**src/tlds_pkg.sv**
```systemverilog
// Shared types and constants for the term list dedupe-and-sort block.
// No dependencies; used by tlds_cell and term_list_dedupe_sort.
`timescale 1ns / 1ps
`default_nettype none

package tlds_pkg;

   localparam int CAPACITY_DEF = 64;
   localparam int TERM_W       = 16;
   localparam int VAL_W        = 15;
   localparam int UCNT_W       = 7;

   typedef struct packed {
      logic signed [TERM_W-1:0] term_value;
      logic                     has_value;
      logic                     list_end;
   } req_type;

   typedef struct packed {
      logic [VAL_W-1:0]  sorted_value;
      logic              run_last;
      logic              list_empty;
      logic [UCNT_W-1:0] unique_count;
      logic              overflowed;
   } rsp_type;

   // a term moving along the chain, or the term a cell holds
   typedef struct packed {
      logic             valid;
      logic [VAL_W-1:0] value;
   } tok_type;

   typedef struct packed {
      logic shift;   // unload: every cell takes its right neighbour's term
   } cell_ctrl_type;

   typedef struct packed {
      logic land;    // incoming term settled in this empty cell
   } cell_stat_type;

endpackage

`default_nettype wire

```
**src/tlds_cell.sv**
```systemverilog
// One cell of the insertion chain: holds one term, passes the larger term on.
// Depends on tlds_pkg.
`timescale 1ns / 1ps
`default_nettype none

module tlds_cell (
   input  wire logic                   clock,
   input  wire logic                   reset,
   input  wire tlds_pkg::cell_ctrl_type ctrl,
   input  wire tlds_pkg::tok_type      tok_in,
   input  wire tlds_pkg::tok_type      next_held,
   output tlds_pkg::tok_type           tok_out,
   output tlds_pkg::tok_type           held,
   output tlds_pkg::cell_stat_type     stat
);
   import tlds_pkg::*;

   tok_type held_ff, held_in;
   tok_type tok_ff, tok_in_nxt;
   logic    land;

   always_comb begin
      held_in    = held_ff;
      tok_in_nxt = '0;
      land       = 1'b0;
      if (ctrl.shift) begin
         held_in = next_held;
      end else if (tok_in.valid) begin
         if (!held_ff.valid) begin
            held_in.valid = 1'b1;
            held_in.value = tok_in.value;
            land          = 1'b1;
         end else if (tok_in.value == held_ff.value) begin
            // duplicate: swallowed here
            tok_in_nxt = '0;
         end else if (tok_in.value < held_ff.value) begin
            held_in.value    = tok_in.value;
            tok_in_nxt.valid = 1'b1;
            tok_in_nxt.value = held_ff.value;
         end else begin
            tok_in_nxt = tok_in;
         end
      end
   end

   always_ff @(posedge clock) begin
      if (reset) begin
         held_ff.valid <= 1'b0;
         tok_ff.valid  <= 1'b0;
      end else begin
         held_ff.valid <= held_in.valid;
         tok_ff.valid  <= tok_in_nxt.valid;
      end
      held_ff.value <= held_in.value;
      tok_ff.value  <= tok_in_nxt.value;
   end

   assign tok_out   = tok_ff;
   assign held      = held_ff;
   assign stat.land = land;

endmodule

`default_nettype wire

```
**config.mk**
```make
export PLATFORM = sky130hd
export DESIGN_NAME = tlds_cell
export DESIGN_NICKNAME = d
export VERILOG_FILES = /design/src/tlds_pkg.sv /design/src/tlds_cell.sv
export SDC_FILE = /design/constraint.sdc
export NUM_CORES = 1
export LEC_CHECK = 0
export ABC_AREA = 1
export BUFFER_PORTS_ARGS = -buffer_cell sky130_fd_sc_hd__buf_2
export CAP_MARGIN = 20
export CORE_AREA = 5 5 60 73
export CTS_CLUSTER_SIZE = 12
export DETAILED_ROUTE_END_ITERATION = 16
export DIE_AREA = 0 0 65 78
export PLACE_DENSITY = 0.94
export SLEW_MARGIN = 20
export SYNTH_ARGS = -nofsm -noshare
export SYNTH_HDL_FRONTEND = slang
export SYNTH_SLANG_ARGS = --single-unit
```
**constraint.sdc**
```tcl
create_clock -name clock -period 6 [get_ports clock]
set_input_delay 0.6 -clock clock [delete_from_list [all_inputs] [get_ports clock]]
set_output_delay 0.6 -clock clock [all_outputs]
set_load 0.01 [all_outputs]
```
==> impl_results.md <==
* Status: complete, no violations
* Die width at 65 um
* Setup CP Type: flip-flop to flip-flop
* Io pins at 68
* Routed vias/inst at 5.00
* Clock sinks at 32
* Synth area leader: edfxtp_1
* Net Count, Synth at 282
* Dpl hpwl at 3440 um
* Worst Path Required at 5.98 ns
* Hold EP: held[15]
* Antenna violations before repair at 0
* R2R depth at 10
* CTS Root Cell: clkbuf_8
* Die area at 5070 um2
* Global-route wire length before repair at 7010 um
* GPL Wtd Cong at 1.01
* Total number of vias at 1,685
* Crit path capture type: flip-flop
* Worst Path Max Fanout at 31
* Share of cells above drive strength 1 at 28.9%
* MaxCap Viol Count at 0
* Area grow syn2layout at 22.3%
* Synth top cells by count: nand2_1 (79), inv_1 (24), a21oi_1 (21), nand3_1 (18), nor2_1 (18)
* Worst-Skew Late Latency at 0.28 ns
* Final nets at 347
* Crit path DAT at 2.52 ns
* Largest net degree at the start of global routing at 32
* FF+latch count, synth at 32
* Vias in the first global route at 1,616
* Reg2Reg Capture Point: held[14]
* Synthesized area per cell at 7.93 um2
* Clock tree buffer depth at 2
* RSZ-0062 raised after global routing: no
* Die Ht at 78 um
* Share of the synthesized area in the top cell type at 24.5%
* Final hold violation count at 0
* Tcrit/Tclk final at 42.4%
* I/O Buffers at 67
* CTS H-tree lvls at 2
* Warnings from Yosys at 0
* HP Start: reset
* Final clock skew at 0.00389 ns
* Average wire per standard cell at 12.9 um
* Worst VDD drop at 0.000141 V
* Top-count cell post-synth: nand2_1
* Postcts setup bufs at 0
* Worst setup SP type: flip-flop
* Routed WL at 4350 um
* Num CTS Buffers at 5
* Final instance area at 2250 um2
* Final Critical Period at 2.54 ns
* DR pass1 iterations at 4
* LEAKAGE at 1.24 nW
* Site Rows at 24
* CTS clk-pin slew, worst paths at 0.06 ns
* Netlist cell types at 23
* Post-Synthesis Cells at 232
* Hold path depth at 2
* Area post-placement at 2160 um2
* Pwr dens at 242 nW/um2
* Worst R2R Setup Slack at 3.46 ns
* Synthesized area at 1840 um2
* Post-synthesis sequential area ratio at 43.0%
* Post-CTS sizing at 0
* Gr usage total at 17.9%
* Worst Tran Pin Value at 0.728 ns
* Ys async rst share at 0%
* Antenna diode count at 0
* Setup TNS Final at 0 ns
* Core area at 3570 um2
* Final routed DRC violation total at 0
* Post-synth EDFFs at 15
* HP Class: input pin to flip-flop
* GR Overflow Total at 0
* # hold bufs at CTS at 0
* Max-slew violation count at 0
* Most used DFF post-synth: dfxtp_1
* Initial Util at 51.5%
* Violation count after the first detailed-route iteration at 86
* CTS tree: done
* Worst R2R Start: held[10]
* Worst slew margin at 51.4%
* Area contributors post-synth: edfxtp_1 (24%), dfxtp_1 (19%), nand2_1 (16%), ha_1 (10%), a21oi_1 (5.7%)
* Peak Freq at 393 MHz
* Antenna Nets Post-Route at 0
* Setup-failing EPs final at 0
## registers in the layout, summed over array words and instances (netlist names)
name     flops
tok_out     16
held        16
## how the worst max path moves through the flow
stage / from / to / slack, ns / cells past startpoint
after floorplan: tok_in[14] / held[0] / 3.27 / 9
after global placement: tok_in[10] / held[10] / 2.99 / 10
after detailed placement: tok_in[10] / held[9] / 2.86 / 10
after CTS: held[10] / held[9] / 3.11 / 10
after global routing: held[14] / held[8] / 3.28 / 10
final: held[10] / held[14] / 3.46 / 10
## logic make-up after synthesis
logic type                 after synthesis  synth area share [%]
adders and majority gates               15                  10.2
DFF                                     32                  43.0
buffers and inverters                   36                  9.73
and+or+nand+nor                        124                  29.0
AOI/OAI and AO/OA                       25                  8.03
## per-stage QoR
step | worst slack, ns | hold slack (ns) | cells | total power, mW | utilization, %
5_1_grt | 3.28 | 0.476 | 337 | 0.579 | 63.0
3_5_place_dp | 2.86 | 0.536 | 329 | 0.394 | 60.4
4_1_cts | 3.11 | 0.481 | 337 | 0.546 | 62.7
2_1_floorplan | 3.27 | 0.550 | 232 | 0.349 | -
3_3_place_gp | 2.99 | 0.525 | 329 | 0.389 | 60.4
6_report | 3.46 | 0.481 | 337 | 0.546 | 63.0
## cell type report
cell class,count,area [um2]
clock inverters,3,13.8
well taps,39,48.8
fillers,304,1320
multi-input cells,164,877
clock buffers,5,68.8
repair buffers,68,343
inverters,26,108
flip-flops and latches,32,791
## routing by layer
layer | vias to the layer above | global-route usage [%] | wire length (um)
met2 | 71 | 29.6 | 2150
li1 | 870 | - | -
met4 | 0 | 9.09 | 106
met5 | - | 0 | 0
met1 | 733 | 20.6 | 1740
met3 | 11 | 5.49 | 353
## power by group
part	switching [mW]	leakage, nW	internal (mW)
Clock	0.0750	0.0453	0.0785
Sequential	0.00776	0.292	0.247
Combinational	0.0846	0.903	0.0530
Total	0.167	1.24	0.378
## critical path, cell delays in order (launching register included)
cell,delay (ns)
edfxtp_1,0.40
inv_1,0.13
ha_1,0.25
nand2_1,0.10
inv_1,0.04
nand2_1,0.05
nand2_1,0.08
a21oi_4,0.60
nand3_1,0.17
a21oi_1,0.17
buf_4,0.24
## cells in the final DEF (no fill, tap or decap), types with 2 or more instances in the layout
cell type	Yosys	layout
a21oi_1	21	21
clkbuf_8	0	5
nand2_4	2	2
nand2_1	79	79
clkinv_4	2	2
dfxtp_1	17	17
edfxtp_1	15	15
nor2_1	18	18
clkinv_2	0	2
buf_2	3	67
inv_1	24	24
ha_1	15	15
nor2_4	2	2
nand3_1	18	18
nand2_2	2	2
Power figures use the tool's default switching activity.
